--- src/sv/efsd_pkg.sv ---
`default_nettype none

package efsd_pkg;

	localparam int MAX_SERVERS = 4;
	localparam int MAX_JOBS    = 1024;

	localparam int DUR_W = 16;
	localparam int REM_W = DUR_W + 1;
	localparam int SRV_W = (MAX_SERVERS > 1) ? $clog2(MAX_SERVERS) : 1;
	localparam int JOB_W = $clog2(MAX_JOBS);
	localparam int CFG_W = 3;

	localparam logic [CFG_W-1:0] SERVERS_RESET = CFG_W'(4);

	// Register select is bit 2 of the byte address.
	localparam logic REG_SERVERS_IN_USE = 1'b0;

	typedef struct packed {
		logic                    have;
		logic signed [REM_W-1:0] rem;
		logic [SRV_W-1:0]        idx;
		logic [JOB_W-1:0]        cnt;
	} efsd_link_t;

	function automatic logic [JOB_W-1:0] efsd_next_job(input logic [JOB_W-1:0] cnt);
		logic [JOB_W-1:0] nxt;
		if (cnt == JOB_W'(MAX_JOBS - 1)) begin
			nxt = '0;
		end else begin
			nxt = cnt + 1'b1;
		end
		return nxt;
	endfunction

endpackage

`default_nettype wire

--- src/sv/efsd_cell.sv ---
`default_nettype none

module efsd_cell
	import efsd_pkg::*;
(
	input  wire logic                    clk,
	input  wire logic                    arst_n,
	input  wire logic [SRV_W-1:0]        cell_id,
	input  wire logic                    active,
	input  wire logic                    sub_en,
	input  wire logic                    load_en,
	input  wire logic signed [REM_W-1:0] dur,
	input  wire efsd_link_t              link_in,
	output efsd_link_t                   link_out,
	output logic                         nonpos
);

	logic signed [REM_W-1:0] rem_q;
	logic [JOB_W-1:0]        cnt_q;
	efsd_link_t              link_q;
	logic                    take_mine;

	assign nonpos    = active && (rem_q <= 0);
	assign take_mine = active && (!link_in.have || (rem_q < link_in.rem));
	assign link_out  = link_q;

	always_ff @(posedge clk or negedge arst_n) begin
		if (!arst_n) begin
			rem_q <= '0;
			cnt_q <= '0;
		end else if (load_en) begin
			rem_q <= dur;
			cnt_q <= efsd_next_job(cnt_q);
		end else if (sub_en && active) begin
			rem_q <= rem_q - dur;
		end
	end

	// The running minimum moves one cell down the row per clock.
	always_ff @(posedge clk) begin
		if (take_mine) begin
			link_q.have <= 1'b1;
			link_q.rem  <= rem_q;
			link_q.idx  <= cell_id;
			link_q.cnt  <= cnt_q;
		end else begin
			link_q <= link_in;
		end
	end

endmodule

`default_nettype wire

--- src/sv/earliest_free_server_dispatch_unit.sv ---
`default_nettype none

// Channel   Direction  Handshake                  Payload
// job       in         job_valid / job_stall      job_duration
// result    out        result_valid / result_stall server_index, job_number, slot_index
// config    in         APB psel/penable/pready    paddr, pwdata, prdata
//
// From acceptance to the next acceptance a job passes the subtraction, scan and
// load steps; subtraction rounds repeat until an active server's remaining time
// is zero or less (none when a server is already free or the duration is zero).
// The minimum search walks the row of server cells, one cell per cycle.
// Reset clears all counters and sets four servers in use; no clearing pass.
// A stalled result holds the block in its load step only once a new job is in.

module earliest_free_server_dispatch_unit
	import efsd_pkg::*;
(
	input  wire logic              clk,
	input  wire logic              arst_n,
	input  wire logic              job_valid,
	output logic                   job_stall,
	input  wire logic [DUR_W-1:0]  job_duration,
	output logic                   result_valid,
	input  wire logic              result_stall,
	output logic [SRV_W-1:0]       server_index,
	output logic [JOB_W-1:0]       job_number,
	output logic [JOB_W-1:0]       slot_index,
	input  wire logic              psel,
	input  wire logic              penable,
	input  wire logic              pwrite,
	input  wire logic [2:0]        paddr,
	input  wire logic [31:0]       pwdata,
	output logic [31:0]            prdata,
	output logic                   pready
);

	typedef enum logic [3:0] {
		ST_IDLE = 4'b0001,
		ST_SUB  = 4'b0010,
		ST_SCAN = 4'b0100,
		ST_LOAD = 4'b1000
	} state_t;

	state_t                  state_q;
	logic [CFG_W-1:0]        servers_q;
	logic [CFG_W-1:0]        n_active;
	logic [DUR_W-1:0]        dur_q;
	logic [SRV_W-1:0]        scan_q;
	logic [JOB_W-1:0]        job_cnt_q;
	logic                    res_valid_q;
	logic [SRV_W-1:0]        res_idx_q;
	logic [JOB_W-1:0]        res_job_q;
	logic [JOB_W-1:0]        res_slot_q;

	logic [MAX_SERVERS-1:0]  active;
	logic [MAX_SERVERS-1:0]  nonpos;
	logic [MAX_SERVERS-1:0]  load_sel;
	efsd_link_t              link [MAX_SERVERS+1];
	efsd_link_t              best;
	logic signed [REM_W-1:0] dur_ext;
	logic                    any_free;
	logic                    sub_en;
	logic                    load_go;
	logic                    cfg_wr;

	assign pready = 1'b1;
	assign cfg_wr = psel && penable && pwrite && (paddr[2] == REG_SERVERS_IN_USE);
	assign prdata = (paddr[2] == REG_SERVERS_IN_USE) ? 32'(servers_q) : '0;

	always_comb begin
		if (servers_q == '0) begin
			n_active = CFG_W'(1);
		end else if (32'(servers_q) > MAX_SERVERS) begin
			n_active = CFG_W'(MAX_SERVERS);
		end else begin
			n_active = servers_q;
		end
	end

	assign dur_ext  = signed'({1'b0, dur_q});
	assign any_free = |nonpos;
	assign sub_en   = (state_q == ST_SUB) && (dur_q != '0) && !any_free;
	assign load_go  = (state_q == ST_LOAD) && (!res_valid_q || !result_stall);
	assign best     = link[MAX_SERVERS];

	assign link[0] = '0;

	for (genvar i = 0; i < MAX_SERVERS; i++) begin : g_cell
		assign active[i]   = 32'(n_active) > i;
		assign load_sel[i] = load_go && (best.idx == SRV_W'(i));

		efsd_cell u_cell (
			.clk      (clk),
			.arst_n   (arst_n),
			.cell_id  (SRV_W'(i)),
			.active   (active[i]),
			.sub_en   (sub_en),
			.load_en  (load_sel[i]),
			.dur      (dur_ext),
			.link_in  (link[i]),
			.link_out (link[i+1]),
			.nonpos   (nonpos[i])
		);
	end

	assign job_stall    = (state_q != ST_IDLE);
	assign result_valid = res_valid_q;
	assign server_index = res_idx_q;
	assign job_number   = res_job_q;
	assign slot_index   = res_slot_q;

	always_ff @(posedge clk or negedge arst_n) begin
		if (!arst_n) begin
			servers_q <= SERVERS_RESET;
		end else if (cfg_wr) begin
			servers_q <= pwdata[CFG_W-1:0];
		end
	end

	always_ff @(posedge clk or negedge arst_n) begin
		if (!arst_n) begin
			state_q     <= ST_IDLE;
			scan_q      <= '0;
			job_cnt_q   <= '0;
			res_valid_q <= 1'b0;
		end else begin
			if (load_go) begin
				res_valid_q <= 1'b1;
			end else if (res_valid_q && !result_stall) begin
				res_valid_q <= 1'b0;
			end
			unique case (state_q)
				ST_IDLE: begin
					if (job_valid) begin
						state_q <= ST_SUB;
					end
				end
				ST_SUB: begin
					if (!sub_en) begin
						state_q <= ST_SCAN;
						scan_q  <= '0;
					end
				end
				ST_SCAN: begin
					if (scan_q == SRV_W'(MAX_SERVERS - 1)) begin
						state_q <= ST_LOAD;
					end else begin
						scan_q <= scan_q + 1'b1;
					end
				end
				ST_LOAD: begin
					if (load_go) begin
						state_q   <= ST_IDLE;
						job_cnt_q <= efsd_next_job(job_cnt_q);
					end
				end
				default: begin
					state_q <= ST_IDLE;
				end
			endcase
		end
	end

	always_ff @(posedge clk) begin
		if (state_q == ST_IDLE && job_valid) begin
			dur_q <= job_duration;
		end
		if (load_go) begin
			res_idx_q  <= best.idx;
			res_job_q  <= job_cnt_q;
			res_slot_q <= best.cnt;
		end
	end

	a_zero_dur_no_loop: assert property (@(posedge clk) disable iff (!arst_n)
		(state_q == ST_SUB && dur_q == '0) |=> (state_q == ST_SCAN))
		else $error("zero duration did not leave the subtraction step");

	a_best_active: assert property (@(posedge clk) disable iff (!arst_n)
		(state_q == ST_LOAD) |-> (best.have && active[best.idx]))
		else $error("chosen server is not an active server");

	a_result_from_load: assert property (@(posedge clk) disable iff (!arst_n)
		$rose(res_valid_q) |-> $past(load_go))
		else $error("result appeared without a load step");

	a_job_count_step: assert property (@(posedge clk) disable iff (!arst_n)
		load_go |=> (job_cnt_q == efsd_next_job($past(job_cnt_q))))
		else $error("job counter did not advance on dispatch");

	a_sub_only_busy: assert property (@(posedge clk) disable iff (!arst_n)
		sub_en |-> (!any_free && job_stall))
		else $error("subtraction round while a server is free");

endmodule

`default_nettype wire

--- config.mk ---
export PLATFORM = sky130hd
export DESIGN_NAME = earliest_free_server_dispatch_unit
export DESIGN_NICKNAME = d
export VERILOG_FILES = /design/src/sv/efsd_pkg.sv /design/src/sv/efsd_cell.sv /design/src/sv/earliest_free_server_dispatch_unit.sv
export SDC_FILE = /design/constraint.sdc
export NUM_CORES = 1
export LEC_CHECK = 0
export BUFFER_PORTS_ARGS = -buffer_cell sky130_fd_sc_hd__buf_2
export CORE_MARGIN = 2
export CORE_UTILIZATION = 60
export DETAILED_ROUTE_END_ITERATION = 16
export PLACE_DENSITY = 0.8
export REMOVE_ABC_BUFFERS = 1
export SYNTH_ARGS = -nofsm -noshare
export SYNTH_HDL_FRONTEND = slang
export SYNTH_SLANG_ARGS = --single-unit
export TNS_END_PERCENT = 100
--- constraint.sdc ---
create_clock -name clk -period 3.6 [get_ports clk]
set_clock_uncertainty 0.15 [all_clocks]
set_input_delay 0.18 -clock clk [delete_from_list [all_inputs] [get_ports clk]]
set_output_delay 0.18 -clock clk [all_outputs]
set_load 0.02 [all_outputs]
==> impl_metrics.ini, run 1 <==
[flow_run]
drv_cap = 0

[global_route]
grt_pass1_vias = 10600
grt_pass1_wl_mm = 52.6
track_usage_pct = 26.5
overflow = 0
grt_antenna_before_repair = 0
grt_start_max_net_pins = 76

[setup_path]
reg2reg_depth = 10
worstPathMaxFanout = 4
path_class = flip-flop to flip-flop
critPathSlowestCell = edfxtp_1
crit_path_frequent_cell = o21ai_0
critPathLaunchType = flip-flop
crit_family = compound AO/OA/AOI/OAI gates
cp.arrival_ns = 3.63
path_buf_inv = 1
cp_num_cells = 10
slowest_delay_ns = 0.45
path_cells = inv_1 > ha_1 > nor2b_1 > o21ai_0 > a21oi_1 > o41ai_1 > o21ai_0 > o311ai_0 > mux2_2 > o21ai_0
critPathRequiredTime_ns = 3.92
end_kind = flip-flop
reg2reg_setup_slack_ns = 0.28

[floorplan]
io_pins = 115
row_count = 56
dieArea_um2 = 25000
fp.dieH_um = 158
initial_core_util_pct = 60.9
core_um2 = 23400
die_w_um = 158

[yosys]
synth_seq_cells = 265
synth.avg_cell_area_um2 = 10.1
yosysWarnings = 0
syn-cell-area_um2 = 14300
synth_enable_flop_cells = 38
yosys.cell_count.top_type = dfrtp_1
synth_area_leaders = dfrtp_1 (22%), dfxtp_1 (14%), ha_1 (10%)
synthFlopType = dfrtp_1
seq_area_frac_synth_pct = 44.4
yosys.area.top_type = dfrtp_1
postSynthCellCount = 1412
yosys.area.top_type_share_pct = 22.1
yosysUniqueCellTypes = 76
async_reset_ff_share_pct = 48.3
ys_top_cells_by_count = dfrtp_1 (126), ha_1 (118), dfxtp_1 (99)

[sta]
setup_violations = 0
max_freq_mhz = 301
period_minus_slack_ns = 3.32
tns_ns = 0
slew_viol_final = 0
max_slew_margin_pct = 29.9
min_period_over_period_pct = 92.1
hold_viol = 0
rsz0062_at_grt = false
tightestPinTransition_ns = 1.05

[detailed_routing]
ant_nets = 0
via_per_inst = 5.99
first_pass_iters = 5
route.detailed.drc = 0
num_vias = 11000
wire_per_inst_um = 17.7
wl_mm = 32.5
drtIter0Drc = 829

[final_layout]
final_util_pct = 68.6
antenna_cells = 0
fillers = 1730
final_nets = 1670
design_area_um2 = 16100
drive_above_1_share_pct = 14.5
areaGrowthSynthToFinish_pct = 12.6

[clock_tree]
htree_levels = 1
cts_buffers = 28
clk_pin_slew_ns = 0.06
cts_root_buffer = clkbuf_16
clock_latency_ns = 0.55
cts_buffer_depth = 3
cts_tree = built
cts_resized = 0
cts_sinks = 265

[pwr]
p_leak_uw = 0.00732
peakVddDrop_v = 0.000641
cellPowerDensity_nw_per_um2 = 763

[placed_design]
finalWeightedCongestion = 0.945
numPortBuffers = 53
place_area_um2 = 14800
dp_hpwl_mm = 23.9

[worst_hold_path]
hold_path_class = input port to async pin

[outcome]
outcome = complete, no violations
-- final timing paths --
path	from	to
min in group clk	job_duration[12]	dur_q[12]$_DFFE_PP_
max reg2reg	dur_q[2]$_DFFE_PP_	g_cell[0].u_cell.rem_q[14]$_DFFE_PN0P_
min reg2reg	g_cell[0].u_cell.rem_q[16]$_DFFE_PN0P_	g_cell[0].u_cell.link_out[28]$_SDFF_PN0_
max	dur_q[2]$_DFFE_PP_	g_cell[0].u_cell.rem_q[14]$_DFFE_PN0P_
max in group asynchronous	arst_n	servers_q[2]$_DFFE_PN1P_
min	arst_n	g_cell[0].u_cell.rem_q[0]$_DFFE_PN0P_
-- repair_timing --
action                     4_1_cts  5_1_grt
setup endpoints to repair        0        1
hold buffers                    26        0
hold endpoints to repair        96        0
setup buffers                    0        1
-- through the flow --
stage / std cells / setup slack [ns] / total power, uW / hold slack (ns)
floorplan: 1349 / -0.251 / 7870 / -0.266
global placement: 1752 / 0.215 / 8910 / 0.121
detailed placement: 1752 / 0.165 / 9140 / 0.125
CTS: 1830 / 0.155 / 12200 / 0.122
global route: 1831 / 0.107 / 13000 / 0.157
finish: 1831 / 0.283 / 12300 / 0.0820
-- flip-flops by register name, summed over array words and instances, names as in the netlist --
| name | flops |
|---|---|
| dur_q | 16 |
| g_cell.u_cell.cnt_q | 40 |
| g_cell.u_cell.link_out | 99 |
| g_cell.u_cell.rem_q | 68 |
| job_cnt_q | 10 |
| job_number | 10 |
| result_valid | 1 |
| scan_q | 2 |
| server_index | 2 |
| servers_q | 3 |
| slot_index | 10 |
| state_q | 4 |
-- worst register-to-register path: cells and delay by family, from the launching register on --
kind / cells / cell delay, ns
adders and majority gates: 1 / 0.31
muxes: 1 / 0.37
AOI/OAI and AO/OA: 6 / 1.58
buffers and inverters: 1 / 0.22
DFF: 1 / 0.45
and+or+nand+nor: 1 / 0.16
-- kinds of logic (layout without fill, tap and decap cells) --
logic type,Yosys count,in the layout,share of synthesized area [%]
simple gates,383,383,13.5
compound gates,323,323,16.0
flops,265,265,44.4
buf+inv,186,257,5.88
fa+ha+maj,122,122,10.9
mux,76,76,5.91
xor+xnor,55,55,3.38
other cells,2,31,0.0527
-- routing by layer --
metal	share of wire [%]	track usage (%)	routed length (um)	vias to the layer above
li1	-	-	-	5240
met5	0	0	0	-
met2	47	44.2	15300	393
met3	6.6	2.66	2150	61
met1	44	36.5	14200	5278
met4	2.8	8.15	901	0
-- cell type report --
| type | count | area, um2 | share of cell area [%] |
|---|---|---|---|
| Inverter | 94 | 353 | 2.20 |
| Timing Repair Buffer | 111 | 785 | 4.89 |
| Clock buffer | 45 | 877 | 5.46 |
| Multi-Input combinational cell | 990 | 7220 | 44.9 |
| Sequential cell | 265 | 6330 | 39.4 |
| Clock inverter | 7 | 98.8 | 0.616 |
| Tap cell | 319 | 399 | 2.49 |
-- power breakdown --
part           switching (uW)  internal (uW)
sequential                647           3700
clock                    1170           1810
combinational            2610           2320
total                    4420           7830
-- layout by cell type (no fill, tap or decap), drive strengths merged, types with 33 or more instances in the layout --
cell and n:
dfrtp 126, ha 118, dfxtp 99, nor2 97, inv 93, buf 85
o21ai 81, nand2 76, mux2 66, clkbuf 45, a21oi 38, edfxtp 38
nand3 37, xnor2 35, nor3 33
No activity file was read; power rests on OpenSTA's default activity.
==> run 2: changes to the inputs <==
--- a/config.mk
+++ b/config.mk
@@ -5,11 +5,13 @@
 export SDC_FILE = /design/constraint.sdc
 export NUM_CORES = 1
 export LEC_CHECK = 0
+export ABC_AREA = 1
 export BUFFER_PORTS_ARGS = -buffer_cell sky130_fd_sc_hd__buf_2
 export CORE_MARGIN = 2
 export CORE_UTILIZATION = 60
+export CTS_CLUSTER_DIAMETER = 100
 export DETAILED_ROUTE_END_ITERATION = 16
-export PLACE_DENSITY = 0.8
+export PLACE_DENSITY = 0.79
 export REMOVE_ABC_BUFFERS = 1
 export SYNTH_ARGS = -nofsm -noshare
 export SYNTH_HDL_FRONTEND = slang
==> run 2 against run 1 <==
Non-clock buffer count fell by 15. Synthesized cell count rose by 56%. Register-to-register slack improved by 0.39 ns. Combinational power fell by 45%. Worst setup slack improved by 0.39 ns. Clock power rose by 7.4%. Sequential share of layout area fell by 3.7 points. Critical path type unchanged. Largest power group is now sequential cells.
==> impl_metrics.ini, run 2 <==
[outcome]
outcome = complete, no violations

[detailed_routing]
first_pass_iters = 6
route.detailed.drc = 0
wl_mm = 43.7
wire_per_inst_um = 16.8
via_per_inst = 5.53
m1WireLength_mm = 18.2
top_layer = met4
ant_nets = 0
num_vias = 14400
wl_met3_mm = 4.17
drtIter0Drc = 1457
wl_met2_mm = 19.5

[global_route]
grt_pass1_wl_mm = 70.1
grt_antenna_before_repair = 0
overflow = 0
grt_start_max_net_pins = 66
grt_pass1_vias = 13500
track_usage_pct = 31.5

[yosys]
yosys.area.top_type_share_pct = 19.6
synth.avg_cell_area_um2 = 7.31
seq_area_frac_synth_pct = 39.3
yosys.area.top_type = dfrtp_1
syn-cell-area_um2 = 16100
yosysWarnings = 0
yosys.cell_count.top_type = nand2_1
synth_enable_flop_cells = 38
synth_area_leaders = dfrtp_1 (20%), nand2_1 (17%), dfxtp_1 (12%)
async_reset_ff_share_pct = 48.3
postSynthCellCount = 2200
yosysUniqueCellTypes = 46
ys_top_cells_by_count = nand2_1 (742), inv_1 (229), nand3_1 (229)
synth_seq_cells = 265
synthFlopType = dfrtp_1

[sta]
period_minus_slack_ns = 2.93
tns_ns = 0
slew_viol_final = 0
tightestPinTransition_ns = 0.673
setup_violations = 0
hold_viol = 0
rsz0062_at_grt = false
layout_setup_ws_ns = 0.668
max_freq_mhz = 341
min_period_over_period_pct = 81.4
max_slew_margin_pct = 55.1
holdWs_ns = 0.00568

[floorplan]
io_pins = 115
dieArea_um2 = 28100
initial_core_util_pct = 61.4
row_count = 59
die_w_um = 168
fp.dieH_um = 168
core_um2 = 26200

[final_layout]
layout_commonest_cell = nand2_1
fin_cells = 2610
largest_reg_flops = 99
drive_above_1_share_pct = 7.47
final_nets = 2432
areaGrowthSynthToFinish_pct = 10.2
design_area_um2 = 17700
most-common-layout-cells = nand2_1 (742), inv_1 (229), nand3_1 (229)
antenna_cells = 0
multiInputGateArea_um2 = 8360
ff_latch_area_um2 = 6330
fillers = 2213

[setup_path]
path_cells = ha_1 > a21oi_1 > nand2_1 > a21oi_1 > nand3_1 > nand2_1 > nand3_4 > nand2_2 > nand2_1 > nand2_1
critPathSlowestCell = nand2_2
path_buf_inv = 0
crit_family = simple AND/OR/NAND/NOR gates
critPathRequiredTime_ns = 3.92
slowest_delay_ns = 0.60
path_class = flip-flop to flip-flop
crit_path_frequent_cell = nand2_1
critPathLaunchType = flip-flop
cp.arrival_ns = 3.26
worstPathMaxFanout = 28
end_kind = flip-flop

[placed_design]
dpl.cell_count = 2528
numPortBuffers = 53
place_area_um2 = 16400
finalWeightedCongestion = 0.973
dp_hpwl_mm = 30.8
dp_slack_ns = 0.816

[clock_tree]
cts_root_buffer = clkbuf_16
postCtsSetupRepairBufs = 0
clk_pin_slew_ns = 0.06
cts_buffer_depth = 3
cts_buffers = 29
htree_levels = 1
cts_tree = built
cts_sinks = 265
clock_latency_ns = 0.56

[worst_hold_path]
hold_path_class = input port to async pin

[pwr]
peakVddDrop_v = 0.000373
cellPowerDensity_nw_per_um2 = 535
p_leak_uw = 0.00934

[flow_run]
drv_cap = 0
==> run 2: cell types whose count changed after synthesis, sizes merged, moves of 21 or more <==
cell   previous run  this run
a21o             26         5
nor4             24         2
mux2             66         0
nor2             97       182
nor2b            22         0
a22oi            27         1
buf              42        63
inv              93       240
nand2            76       763
nand3            37       232
a21oi            38        76
a221o            25         0
==> run 2: through the flow <==
step           power, uW  utilization, %
3_3_place_gp        6150            62.6
3_5_place_dp        6230            62.6
2_1_floorplan       5420               -
6_report            9470            67.6
4_1_cts             9430            67.6
5_1_grt            10000            67.6
==> run 2: layer usage <==
metal	vias to the layer above	GRT usage, %
li1	7053	-
met1	6655	43.2
met2	617	49.8
met3	114	5.79
met4	0	12.8
met5	-	0
==> run 2: final timing paths <==
kind	from	endpoint	slack, ns	cells past startpoint
max	g_cell[2].u_cell.rem_q[12]$_DFFE_PN0P_	g_cell[2].u_cell.link_out[23]$_DFF_P_	0.67	10
min	arst_n	g_cell[0].u_cell.rem_q[5]$_DFFE_PN0P_	0.006	2
max reg2reg	g_cell[2].u_cell.rem_q[12]$_DFFE_PN0P_	g_cell[2].u_cell.link_out[23]$_DFF_P_	0.67	10
min reg2reg	g_cell[0].u_cell.cnt_q[5]$_DFFE_PN0P_	g_cell[0].u_cell.link_out[5]$_SDFF_PN0_	0.22	0
max in group asynchronous	arst_n	job_cnt_q[2]$_DFFE_PN0P_	2.46	3
min in group clk	job_duration[3]	dur_q[3]$_DFFE_PP_	0.17	2
==> run 2: timing repair <==
action,CTS,global route
endpoints found under the hold margin,87,0
resized for setup,0,0
hold buffers,28,0
==> run 2: power breakdown <==
group	total (uW)	internal, uW	switching [uW]
Combinational	2700	887	1810
Sequential	3570	3320	257
Clock	3200	1920	1280
==> run 2: worst reg2reg max path, stage by stage, from the launching register on <==
cell and delay, ns:
dfrtp_1 0.43, ha_1 0.31, a21oi_1 0.27, nand2_1 0.10, a21oi_1 0.17, nand3_1 0.10
nand2_1 0.10, nand3_4 0.33, nand2_2 0.61, nand2_1 0.12, nand2_1 0.16
==> run 2: logic make-up after synthesis <==
group           after synthesis  synth area share [%]
simple gates               1252                  33.4
buf+inv                     344                  9.35
flops                       265                  39.3
compound gates              161                  5.27
fa+ha+maj                   122                  9.68
xor+xnor                     54                  2.94
other cells                   2                0.0467
==> run 2: cell type report <==
cell class	instances	area share, %
clock buffers	37	4.43
clock inverters	17	1.40
inverters	240	5.08
multi-input cells	1620	47.2
flip-flops and latches	265	35.7
well taps	335	2.37
repair buffers	96	3.82
